## src/rtl/assert_macros.svh

```systemverilog
`ifndef ASSERT_MACROS_SVH
`define ASSERT_MACROS_SVH

// same-cycle implication, sampled on clk, off during rst
`define ASSERT_IMPL(label, ante, cons, msg) \
  label: assert property (@(posedge clk) disable iff (rst) (ante) |-> (cons)) else $error(msg);

// next-cycle implication, sampled on clk, off during rst
`define ASSERT_NEXT(label, ante, cons, msg) \
  label: assert property (@(posedge clk) disable iff (rst) (ante) |=> (cons)) else $error(msg);

`endif

```

## src/rtl/tmi_pkg.sv

```systemverilog
package tmi_pkg;

  localparam int unsigned PROG_DEPTH_DEF = 4096;
  localparam int unsigned TAPE_CELLS_DEF = 32768;

  localparam int unsigned PROG_ADDR_W = 12;
  localparam int unsigned BYTE_W      = 8;

  localparam logic REQ_LOAD = 1'b0;
  localparam logic REQ_STEP = 1'b1;

  localparam logic [BYTE_W-1:0] CMD_RIGHT = 8'h3E;
  localparam logic [BYTE_W-1:0] CMD_LEFT  = 8'h3C;
  localparam logic [BYTE_W-1:0] CMD_INC   = 8'h2B;
  localparam logic [BYTE_W-1:0] CMD_DEC   = 8'h2D;
  localparam logic [BYTE_W-1:0] CMD_OUT   = 8'h2E;
  localparam logic [BYTE_W-1:0] CMD_IN    = 8'h2C;
  localparam logic [BYTE_W-1:0] CMD_OPEN  = 8'h5B;
  localparam logic [BYTE_W-1:0] CMD_CLOSE = 8'h5D;

  typedef struct packed {
    logic load_item;
    logic step_start;
    logic exec;
    logic scan;
    logic out_load;
  } dp_cmd_t;

  typedef struct packed {
    logic clearing;
    logic run_ok;
    logic scan_go;
    logic scan_end;
    logic out_full;
  } dp_stat_t;

endpackage

```

## src/rtl/tmi_ctrl.sv

```systemverilog
`include "assert_macros.svh"

module tmi_ctrl (
  input  logic              clk,
  input  logic              rst,
  input  logic              req_valid,
  input  logic              req_type,
  output logic              req_ready,
  output tmi_pkg::dp_cmd_t  cmd,
  input  tmi_pkg::dp_stat_t stat
);

  typedef enum logic [1:0] {
    S_IDLE,
    S_EXEC,
    S_SCAN,
    S_DONE
  } state_t;

  state_t state;
  logic   acc;

  assign req_ready = (state == S_IDLE) && !stat.clearing;
  assign acc       = req_valid && req_ready;

  always_comb begin
    cmd            = '0;
    cmd.load_item  = acc && (req_type == tmi_pkg::REQ_LOAD);
    cmd.step_start = acc && (req_type == tmi_pkg::REQ_STEP);
    cmd.exec       = (state == S_EXEC);
    cmd.scan       = (state == S_SCAN);
    cmd.out_load   = (state == S_DONE) && !stat.out_full;
  end

  always_ff @(posedge clk) begin
    if (rst) begin
      state <= S_IDLE;
    end else begin
      unique case (state)
        S_IDLE: begin
          if (cmd.step_start && stat.run_ok) begin
            state <= S_EXEC;
          end else if (acc) begin
            state <= S_DONE;
          end
        end
        S_EXEC: begin
          state <= stat.scan_go ? S_SCAN : S_DONE;
        end
        S_SCAN: begin
          if (stat.scan_end) begin
            state <= S_DONE;
          end
        end
        S_DONE: begin
          if (!stat.out_full) begin
            state <= S_IDLE;
          end
        end
        default: state <= S_IDLE;
      endcase
    end
  end

  `ASSERT_IMPL(a_scan_entry, state == S_SCAN, $past(state) == S_EXEC || $past(state) == S_SCAN, "scan entered without a bracket command")

endmodule

```

## config.mk

```make
export PLATFORM = sky130hd
export DESIGN_NAME = tmi_ctrl
export DESIGN_NICKNAME = d
export VERILOG_FILES = /design/src/rtl/tmi_pkg.sv /design/src/rtl/tmi_ctrl.sv
export VERILOG_INCLUDE_DIRS = /design/src /design/src/rtl
export SDC_FILE = /design/constraint.sdc
export NUM_CORES = 1
export LEC_CHECK = 0
export BUFFER_PORTS_ARGS = -buffer_cell sky130_fd_sc_hd__buf_2
export CORE_AREA = 2 2 39 41
export CTS_BUF_LIST = sky130_fd_sc_hd__clkbuf_8
export DETAILED_ROUTE_END_ITERATION = 7
export DIE_AREA = 0 0 41 43
export HOLD_SLACK_MARGIN = 0.08
export RECOVER_POWER = 25
export SLEW_MARGIN = 15
export SYNTH_ARGS = -nofsm -noshare
export SYNTH_HDL_FRONTEND = slang
export SYNTH_SLANG_ARGS = --single-unit
export TNS_END_PERCENT = 1
```

## constraint.sdc

```tcl
create_clock -name clk -period 1.7 [get_ports clk]
set_input_delay 0.17 -clock clk [delete_from_list [all_inputs] [get_ports clk]]
set_output_delay 0.17 -clock clk [all_outputs]
set_load 0.02 [all_outputs]
```

==> qor_table.md, run 1 <==
| Group | Quantity | Reported |
| --- | --- | --- |
| route | First-pass iteration count of the detailed router | 2 |
| hold path | Worst hold path endpoint | state[0] |
| finish | Register cell area after layout | 40.04 µm² |
| timing | Post-route minimum period | 1.537 ns |
| grt | Sum of overflow across all layers after global routing | 0 |
| cts | Maximum buffer depth of the clock tree | 2 |
| route | DRC errors left | 0 |
| finish | Number of flip-flops under the largest register name | 2 |
| grt | Global-route wire length before repair | 897 µm |
| critical path | Setup slack on the worst flop-to-flop path | 0.29 ns |
| synth | Combined area of all synthesized cells | 259.0 µm² |
| finish | Reg with most FFs | state |
| critical path | Classification of the worst setup path | flip-flop to output pin |
| route | Routed len/inst | 9.188 µm |
| finish | Final-layout fill cell count | 164 |
| cts | Clock latency on the worst-skew pair | 0.21 ns |
| route | Vias | 282 |
| grt | Overall global routing resource usage | 8.909% |
| cts | Cells resized by post-CTS repair | 0 |
| finish | Share of layout cells above drive strength 1 | 35.42% |
| floorplanning | Die outline area | 1763 µm² |
| finish | Diode insertion count for antenna repair | 0 |
| timing | Post-route clock skew | 0.002266 ns |
| timing | Setup Viol. Count Final | 0 |
| route | Post-DRT Antenna Nets | 0 |
| status | Outcome | complete, no violations |
| run | Count of max-cap constraint violations | 0 |
| grt | Largest net degree at the start of global routing | 6 |
| critical path | Cells along the critical path | inv_1, ha_1, nor2b_1, nand2_1, nor2_1, buf_2 |
| finish | Synthesis-to-layout area growth | 49.76% |
| synth | Library cells used by synthesis | 18 |
| synth | Leading post-synthesis cells by cell area | sky130_fd_sc_hd__ha_1 24%, sky130_fd_sc_hd__dfxtp_1 15%, sky130_fd_sc_hd__nor2b_1 7.2% |
| critical path | Slowest stage cell, crit path | sky130_fd_sc_hd__dfxtp_1 |
| synth | Fraction of post-synthesis cell area in the top cell type by area | 24.15% |
| grt | Number of antenna violations at the first check in global routing | 0 |
| finish | Net count reported at finish | 64 |
| synth | Instance count of the mapped netlist | 31 |
| route | Wirelength, routed | 588 µm |
| timing | Worst hold slack across all endpoints | 0.2645 ns |
| timing | Final worst-path cycle share | 90.43% |
| critical path | Worst Reg2Reg Path Length in Cells | 5 |
| finish | Most common cell after layout, fill and taps aside | sky130_fd_sc_hd__buf_2 |
| placed design | Port Buffers | 14 |
| cts | Clock transition time at the flip-flop clock pins of the worst setup and hold paths | 0.03 ns |
| hold path | Worst hold path startpoint | rst |
| synth | Count of state elements after synthesis | 2 |
| synth | Per-instance average area after synthesis | 8.355 µm² |
| cts | Setup bufs post-CTS | 0 |
| critical path | Endpoint class of the critical path | output pin |
| floorplanning | Horizontal die dimension | 41 µm |
| critical path | Required time at the endpoint of the critical path | 1.53 ns |
| floorplanning | Floorplan die height | 43 µm |
| timing | Post-route worst setup slack | 0.1628 ns |
| cts | Root buf cell | sky130_fd_sc_hd__clkbuf_8 |
| timing | Worst max-slew margin expressed relative to the limit | 75.58% |
| finish | Registers with the most flip-flops | state (2) |
| synth | Syn nets | 45 |
| synth | Synthesis Warnings | 0 |
| pwr | Leak pwr | 0.0002017 µW |
| critical path | Highest net fanout along the worst path | 5 |
| finish | Most used cells in the layout excluding fill and tap cells | 12 x sky130_fd_sc_hd__buf_2, 5 x sky130_fd_sc_hd__ha_1, 4 x sky130_fd_sc_hd__inv_1 |
| floorplanning | Effective utilization at floorplan | 18.72% |
| synth | Seq/Total Area, Yosys | 15.46% |
| hold path | Cells on Worst Hold Path | 3 |
| pwr | Total power divided by cell area | 1404 nW/µm² |
| cts | Clock tree from TritonCTS | done |
| cts | Number of hold buffers added after cts | 0 |
| timing | Final TNS setup | 0 ns |
| critical path | FF-to-FF End | state[0] |
| timing | RSZ-0062 raised after global routing | false |
| placed design | Routability congestion estimate from global placement | 0.7796 |
| critical path | Critical Path Max Stage Delay | 0.33 ns |
| pwr | Total power | 544.5 µW |
| floorplanning | Number of I/O pins | 15 |
| placed design | Placement-stage worst setup slack | 0.2784 ns |
| synth | Library cell with the largest summed area after synthesis | sky130_fd_sc_hd__ha_1 |
| critical path | Startpoint Class | flip-flop |
| grt | Number of global-route vias before repair | 249 |
| route | Initial detailed-routing violation count | 1 |
| timing | Fmax | 650.5 MHz |
| critical path | Beginning of the worst register-to-register path | state[0] |
| timing | Tightest Pin Transition | 0.3571 ns |
| finish | Core Util, Final | 28.03% |
| cts | TritonCTS Buffers | 3 |
| finish | Area occupied by multi-input gates | 203.9 µm² |
| hold path | Min-delay worst type | input port to flip-flop |
| cts | Number of H-tree levels | 1 |
| cts | Count of clock tree sinks | 2 |
| pwr | Worst vdd ir | 0.0003128 V |
| floorplanning | Std-Cell Rows | 14 |
| timing | Number of slew-limit violations in the final report | 0 |
| timing | Final hold viol count | 0 |
| critical path | Worst endpoint data arrival time | 1.37 ns |
| floorplanning | Area of the core | 1384 µm² |
| route | Detail-routed via count per cell | 4.406 |
cell families after synthesis:
| family | after synthesis | share of synthesized area [%] |
|---|---|---|
| AND/OR/NAND/NOR | 13 | 33.82 |
| buffers and inverters | 4 | 5.795 |
| AO/OA/AOI/OAI | 7 | 20.77 |
| flip-flops | 2 | 15.46 |
| adder cells (fa/ha/maj) | 5 | 24.15 |
metal layers:
layer	vias to the layer above	share of wire (%)	GRT usage [%]
met3	4	14	8.377
met2	12	42	11.25
met5	-	0	0
met1	121	38	7.006
li1	145	-	-
met4	0	5.6	10.00
cells in the mapped netlist:
cell                        n
sky130_fd_sc_hd__a2111o_1   1
sky130_fd_sc_hd__a2111oi_0  1
sky130_fd_sc_hd__a211oi_1   1
sky130_fd_sc_hd__a21oi_1    1
sky130_fd_sc_hd__and2_2     1
sky130_fd_sc_hd__and2b_1    1
sky130_fd_sc_hd__dfxtp_1    2
sky130_fd_sc_hd__ha_1       5
sky130_fd_sc_hd__inv_1      4
sky130_fd_sc_hd__nand2_1    2
sky130_fd_sc_hd__nand2b_1   2
sky130_fd_sc_hd__nand2b_4   1
sky130_fd_sc_hd__nand4b_1   1
sky130_fd_sc_hd__nor2_1     1
sky130_fd_sc_hd__nor2b_1    3
sky130_fd_sc_hd__o22ai_1    2
sky130_fd_sc_hd__o2bb2ai_1  1
sky130_fd_sc_hd__or2b_1     1
report_power, final:
| part | leakage (µW) | internal, µW | switching (µW) |
|---|---|---|---|
| combinational | 0.000163 | 119 | 150 |
| clock | 0.0000216 | 150 | 39.8 |
| sequential | 0.0000166 | 65.7 | 20.2 |
| total | 0.000202 | 334 | 210 |
metrics by stage:
step	instances	area [µm²]
after global placement	61	349.1
final	64	387.9
after global routing	64	387.9
after detailed placement	61	349.1
after CTS	64	390.4
after floorplan	31	259.0
worst max-delay path, delay by kind of cell, from the launching register on:
kind	cells	cell delay, ns
and+or+nand+nor	3	0.31
DFF	1	0.33
buffers and inverters	2	0.28
adders and majority gates	1	0.23
area by class of cell:
type / count / share of cell area (%)
Timing Repair Buffer: 14 / 17.42
Sequential cell: 2 / 10.32
Tap cell: 16 / 5.161
Inverter: 4 / 3.871
Clock buffer: 3 / 10.65
Multi-Input combinational cell: 25 / 52.58
worst max-delay path by stage:
| stage | from | endpoint | cells past startpoint |
|---|---|---|---|
| floorplan | state[0] | cmd[4] | 5 |
| global placement | state[0] | state[0] | 5 |
| detailed placement | state[0] | state[0] | 5 |
| CTS | state[0] | cmd[4] | 6 |
| global route | state[0] | cmd[4] | 6 |
| finish | state[0] | cmd[4] | 6 |
Note: power is estimated with default switching activity, not from simulation.
==> inputs of run 2 (changes only) <==
--- a/config.mk
+++ b/config.mk
@@ -6,7 +6,7 @@
 export SDC_FILE = /design/constraint.sdc
 export NUM_CORES = 1
 export LEC_CHECK = 0
-export BUFFER_PORTS_ARGS = -buffer_cell sky130_fd_sc_hd__buf_2
+export BUFFER_PORTS_ARGS = -buffer_cell sky130_fd_sc_hd__clkbuf_2
 export CORE_AREA = 2 2 39 41
 export CTS_BUF_LIST = sky130_fd_sc_hd__clkbuf_8
 export DETAILED_ROUTE_END_ITERATION = 7
==> qor_table.md, run 2 (synthesis gave the netlist of run 1 again) <==
| Group | Quantity | Reported |
| --- | --- | --- |
| status | Outcome | complete, no violations |
| critical path | Classification of the worst setup path | flip-flop to output pin |
| finish | Net count reported at finish | 64 |
| grt | Global-route wire length before repair | 1000 µm |
| grt | Number of global-route vias before repair | 258 |
| grt | Largest net degree at the start of global routing | 6 |
| finish | Core Util, Final | 28.48% |
| route | Initial detailed-routing violation count | 4 |
| cts | TritonCTS Buffers | 3 |
| timing | RSZ-0062 raised after global routing | false |
| finish | Diode insertion count for antenna repair | 0 |
| placed design | Routability congestion estimate from global placement | 0.6600 |
| timing | Setup Viol. Count Final | 0 |
| floorplanning | Number of I/O pins | 15 |
| finish | Final-layout fill cell count | 167 |
| cts | Clock transition time at the flip-flop clock pins of the worst setup and hold paths | 0.03 ns |
| pwr | Worst vdd ir | 0.0004396 V |
| timing | Post-route clock skew | 0.002913 ns |
| critical path | Worst endpoint data arrival time | 1.37 ns |
| floorplanning | Floorplan die height | 43 µm |
| timing | Post-route worst setup slack | 0.1650 ns |
| finish | Most common cell after layout, fill and taps aside | sky130_fd_sc_hd__clkbuf_2 |
| cts | Number of hold buffers added after cts | 0 |
| finish | Register cell area after layout | 40.04 µm² |
| floorplanning | Effective utilization at floorplan | 18.72% |
| floorplanning | Horizontal die dimension | 41 µm |
| grt | Number of antenna violations at the first check in global routing | 0 |
| placed design | Estimated wirelength of the detail-placed design | 470.3 µm |
| hold path | Cells on Worst Hold Path | 3 |
| finish | Area occupied by multi-input gates | 209.0 µm² |
| cts | Clock latency on the worst-skew pair | 0.21 ns |
| hold path | Worst hold path startpoint | rst |
| critical path | Startpoint of the most critical setup path | state[0] |
| critical path | Required time at the endpoint of the critical path | 1.53 ns |
| placed design | Port Buffers | 14 |
| timing | Post-route minimum period | 1.535 ns |
| timing | Number of slew-limit violations in the final report | 0 |
| pwr | Total power divided by cell area | 1408 nW/µm² |
| route | Post-DRT Antenna Nets | 0 |
| route | DRC errors left | 0 |
| timing | Worst max-slew margin expressed relative to the limit | 74.87% |
| timing | Final hold viol count | 0 |
| timing | Final worst-path cycle share | 90.30% |
| cts | Count of clock tree sinks | 2 |
| critical path | FF-to-FF End | state[0] |
| route | First-pass iteration count of the detailed router | 3 |
| floorplanning | Std-Cell Rows | 14 |
| placed design | Placement-stage worst setup slack | 0.2292 ns |
| critical path | Highest net fanout along the worst path | 5 |
| route | Wirelength, routed | 598 µm |
| critical path | Worst Reg2Reg Path Length in Cells | 5 |
| timing | Fmax | 651.4 MHz |
| cts | Clock tree from TritonCTS | done |
| route | Routed len/inst | 9.344 µm |
| pwr | Total power | 554.9 µW |
| floorplanning | Area of the core | 1384 µm² |
| grt | Overall global routing resource usage | 8.717% |
| cts | Number of H-tree levels | 1 |
| hold path | Worst hold path endpoint | state[0] |
| cts | Maximum buffer depth of the clock tree | 2 |
| critical path | Endpoint class of the critical path | output pin |
| timing | Tightest Pin Transition | 0.3675 ns |
| critical path | Startpoint Class | flip-flop |
| finish | Reg with most FFs | state |
| hold path | Min-delay worst type | input port to flip-flop |
| route | Vias | 263 |
| critical path | Setup slack on the worst flop-to-flop path | 0.23 ns |
| finish | Registers with the most flip-flops | state (2) |
| finish | Most used cells in the layout excluding fill and tap cells | 13 x sky130_fd_sc_hd__clkbuf_2, 4 x sky130_fd_sc_hd__inv_1, 4 x sky130_fd_sc_hd__ha_1 |
| finish | Synthesis-to-layout area growth | 52.17% |
| finish | Share of layout cells above drive strength 1 | 41.67% |
| run | Count of max-cap constraint violations | 0 |
| pwr | Leak pwr | 0.0002047 µW |
| finish | Number of flip-flops under the largest register name | 2 |
| critical path | Beginning of the worst register-to-register path | state[0] |
| route | Detail-routed via count per cell | 4.109 |
| timing | Final TNS setup | 0 ns |
| cts | Root buf cell | sky130_fd_sc_hd__clkbuf_8 |
| grt | Sum of overflow across all layers after global routing | 0 |
| floorplanning | Die outline area | 1763 µm² |
run 2: critical path, stage by stage, from the launching register on:
cell and delay (ns):
sky130_fd_sc_hd__dfxtp_1 0.33, sky130_fd_sc_hd__inv_1 0.13, sky130_fd_sc_hd__ha_2 0.23, sky130_fd_sc_hd__nor2b_2 0.16
sky130_fd_sc_hd__nand2_1 0.06, sky130_fd_sc_hd__nor2_1 0.08, sky130_fd_sc_hd__clkbuf_2 0.17
run 2: worst max path at each step:
| stage | to | slack, ns |
|---|---|---|
| 6_report | cmd[4] | 0.16 |
| 5_1_grt | cmd[4] | 0.007 |
| 4_1_cts | cmd[4] | 0.09 |
| 3_5_place_dp | state[0] | 0.23 |
| 3_3_place_gp | state[0] | 0.17 |
| 2_1_floorplan | cmd[4] | 0.13 |
run 2: routing by layer:
layer  share of wire (%)  vias up  track usage, %
li1                    -      142               -
met1                  42      112           9.904
met2                  50        9           11.88
met3                 7.7        0           4.712
met4                   0        0           6.000
met5                   0        -               0
run 2: where the power goes:
part | switching (µW) | internal (µW) | leakage [µW]
Sequential | 20.2 | 65.7 | 0.0000166
Clock | 35.3 | 150 | 0.0000216
Combinational | 158 | 126 | 0.000167
run 2: what timing repair did:
item | in CTS | in global routing
endpoints found under the setup margin | 0 | 1
resized for setup | 0 | 2
setup buffers | 0 | 0
run 2: final cells by class:
class | instances | share of cell area (%)
Multi-Input combinational cell | 25 | 53.02
Timing Repair Buffer | 14 | 17.46
Clock buffer | 3 | 10.48
Sequential cell | 2 | 10.16
Tap cell | 16 | 5.079
Inverter | 4 | 3.810
run 2: metrics by stage:
stage,hold slack (ns),std cells,area [µm²]
4_1_cts,0.2896,64,390.4
2_1_floorplan,0.3450,31,259.0
5_1_grt,0.3180,64,394.1
6_report,0.2923,64,394.1
3_3_place_gp,0.5059,61,349.1
3_5_place_dp,0.5091,61,349.1
==> inputs of run 3 (changes only) <==
--- a/config.mk
+++ b/config.mk
@@ -12,7 +12,7 @@
 export DETAILED_ROUTE_END_ITERATION = 7
 export DIE_AREA = 0 0 41 43
 export HOLD_SLACK_MARGIN = 0.08
-export RECOVER_POWER = 25
+export RECOVER_POWER = 50
 export SLEW_MARGIN = 15
 export SYNTH_ARGS = -nofsm -noshare
 export SYNTH_HDL_FRONTEND = slang
==> qor_table.md, run 3 (synthesis gave the netlist of run 1 again) <==
| Group | Quantity | Reported |
| --- | --- | --- |
| status | Outcome | complete, no violations |
| run | Count of max-cap constraint violations | 0 |
| finish | Area occupied by multi-input gates | 209.0 µm² |
| grt | Global-route wire length before repair | 1000 µm |
| floorplanning | Effective utilization at floorplan | 18.72% |
| timing | RSZ-0062 raised after global routing | false |
| critical path | Slowest stage cell, crit path | sky130_fd_sc_hd__dfxtp_1 |
| route | Initial detailed-routing violation count | 4 |
| timing | Setup Viol. Count Final | 0 |
| cts | Count of clock tree sinks | 2 |
| cts | Setup bufs post-CTS | 0 |
| critical path | Highest net fanout along the worst path | 5 |
| grt | Routing usage on met2 | 11.88% |
| finish | Register cell area after layout | 40.04 µm² |
| critical path | Required time at the endpoint of the critical path | 1.53 ns |
| grt | Number of antenna violations at the first check in global routing | 0 |
| pwr | Worst vdd ir | 0.0004391 V |
| cts | TritonCTS Buffers | 3 |
| route | Vias | 263 |
| finish | Number of standard cells in the layout, taps in and fillers out | 64 |
| route | Post-DRT Antenna Nets | 0 |
| finish | Number of flip-flops under the largest register name | 2 |
| cts | Clock latency on the worst-skew pair | 0.21 ns |
| pwr | Leak pwr | 0.0001980 µW |
| hold path | Min-delay worst type | input port to flip-flop |
| timing | Post-route clock skew | 0.002913 ns |
| timing | Post-route worst setup slack | 0.1650 ns |
| grt | Overall global routing resource usage | 8.717% |
| timing | Worst hold slack across all endpoints | 0.2923 ns |
| critical path | Critical Path Max Stage Delay | 0.33 ns |
| finish | Most used cells in the layout excluding fill and tap cells | 11 x sky130_fd_sc_hd__clkbuf_2, 4 x sky130_fd_sc_hd__inv_1, 4 x sky130_fd_sc_hd__ha_1 |
| timing | Number of slew-limit violations in the final report | 0 |
| finish | Share of layout cells above drive strength 1 | 37.50% |
| finish | Reg with most FFs | state |
| finish | Core Util, Final | 28.30% |
| finish | Final-layout fill cell count | 166 |
| finish | Most common cell after layout, fill and taps aside | sky130_fd_sc_hd__clkbuf_2 |
| placed design | Total instance count after detailed placement | 61 |
| route | Wirelength, routed | 599 µm |
| timing | Post-route minimum period | 1.535 ns |
| placed design | Port Buffers | 14 |
| floorplanning | Area of the core | 1384 µm² |
| timing | Final worst-path cycle share | 90.30% |
| critical path | Critical path buffer and inverter count | 2 |
| finish | Diode insertion count for antenna repair | 0 |
| pwr | Total power divided by cell area | 1410 nW/µm² |
| timing | Worst max-slew margin expressed relative to the limit | 74.87% |
| cts | Clock tree from TritonCTS | done |
| floorplanning | Number of I/O pins | 15 |
| timing | Final hold viol count | 0 |
| grt | Largest net degree at the start of global routing | 6 |
| finish | Registers with the most flip-flops | state (2) |
| route | Routed len/inst | 9.359 µm |
| critical path | Classification of the worst setup path | flip-flop to output pin |
| cts | Number of H-tree levels | 1 |
| cts | Maximum buffer depth of the clock tree | 2 |
| timing | Fmax | 651.4 MHz |
| finish | Net count reported at finish | 64 |
| cts | Clock transition time at the flip-flop clock pins of the worst setup and hold paths | 0.03 ns |
| placed design | Estimated wirelength of the detail-placed design | 470.3 µm |
| critical path | Cell type group with the largest total delay on the critical path | flip-flops |
| floorplanning | Horizontal die dimension | 41 µm |
| floorplanning | Die outline area | 1763 µm² |
| grt | Global routing's busiest layer | met2 |
| floorplanning | Floorplan die height | 43 µm |
| grt | Number of global-route vias before repair | 258 |
| route | First-pass iteration count of the detailed router | 3 |
| critical path | Cells along the critical path | inv_1, ha_2, nor2b_2, nand2_1, nor2_1, clkbuf_2 |
| route | Detail-routed via count per cell | 4.109 |
| finish | Synthesis-to-layout area growth | 51.21% |
| timing | Tightest Pin Transition | 0.3675 ns |
| route | DRC errors left | 0 |
| critical path | Endpoint class of the critical path | output pin |
| floorplanning | Std-Cell Rows | 14 |
| grt | Sum of overflow across all layers after global routing | 0 |
| cts | Root buf cell | sky130_fd_sc_hd__clkbuf_8 |
| placed design | Placement-stage worst setup slack | 0.2292 ns |
| grt | Met3 layer usage reported by global route | 4.712% |
| placed design | Routability congestion estimate from global placement | 0.6600 |
| timing | Final TNS setup | 0 ns |
| critical path | Startpoint Class | flip-flop |
| critical path | Worst endpoint data arrival time | 1.37 ns |
| grt | Fraction of met1 tracks used by global routing | 9.904% |
## run 3: cell counts in the layout (fill, tap and decap cells not counted)
Identical to the previous run, type by type.
## run 3: worst min-delay path: cells and delay by family
kind                   cells  cell delay [ns]
AO/OA/AOI/OAI              2             0.16
buffers and inverters      1             0.11
## run 3: routing by layer
metal / share of wire [%] / routed length [µm]
met1: 42 / 254
met2: 50 / 298
met3: 7.7 / 46
met4: 0 / 0
met5: 0 / 0
## run 3: layout make-up
cell class,count,share of cell area (%)
Multi-Input combinational cell,25,53.35
Timing Repair Buffer,14,16.93
Clock buffer,3,10.54
Sequential cell,2,10.22
Tap cell,16,5.112
Inverter,4,3.834
## run 3: report_power, final
| group | total (µW) | leakage (µW) | internal [µW] | switching [µW] |
|---|---|---|---|---|
| logic | 281 | 0.000160 | 124 | 158 |
| registers | 85.9 | 0.0000166 | 65.7 | 20.2 |
| clock network | 185 | 0.0000216 | 150 | 35.3 |
## run 3: what timing repair did
action / 4_1_cts / 5_1_grt
resized for setup: 0 / 2
setup endpoints to repair: 0 / 1
hold buffers: 0 / 0
## run 3: worst paths after layout
check | end | cells after the start | slack (ns) | from
min reg2reg | state[0] | 2 | 0.54 | state[0]
max | cmd[4] | 6 | 0.16 | state[0]
min | state[0] | 3 | 0.29 | rst
max reg2reg | state[0] | 5 | 0.23 | state[0]
## run 3: stage by stage
step	power (µW)	instance area, µm²
finish	552.0	391.6
global route	615.5	391.6
CTS	562.9	390.4
detailed placement	366.9	349.1
global placement	367.2	349.1
floorplan	295.9	259.0
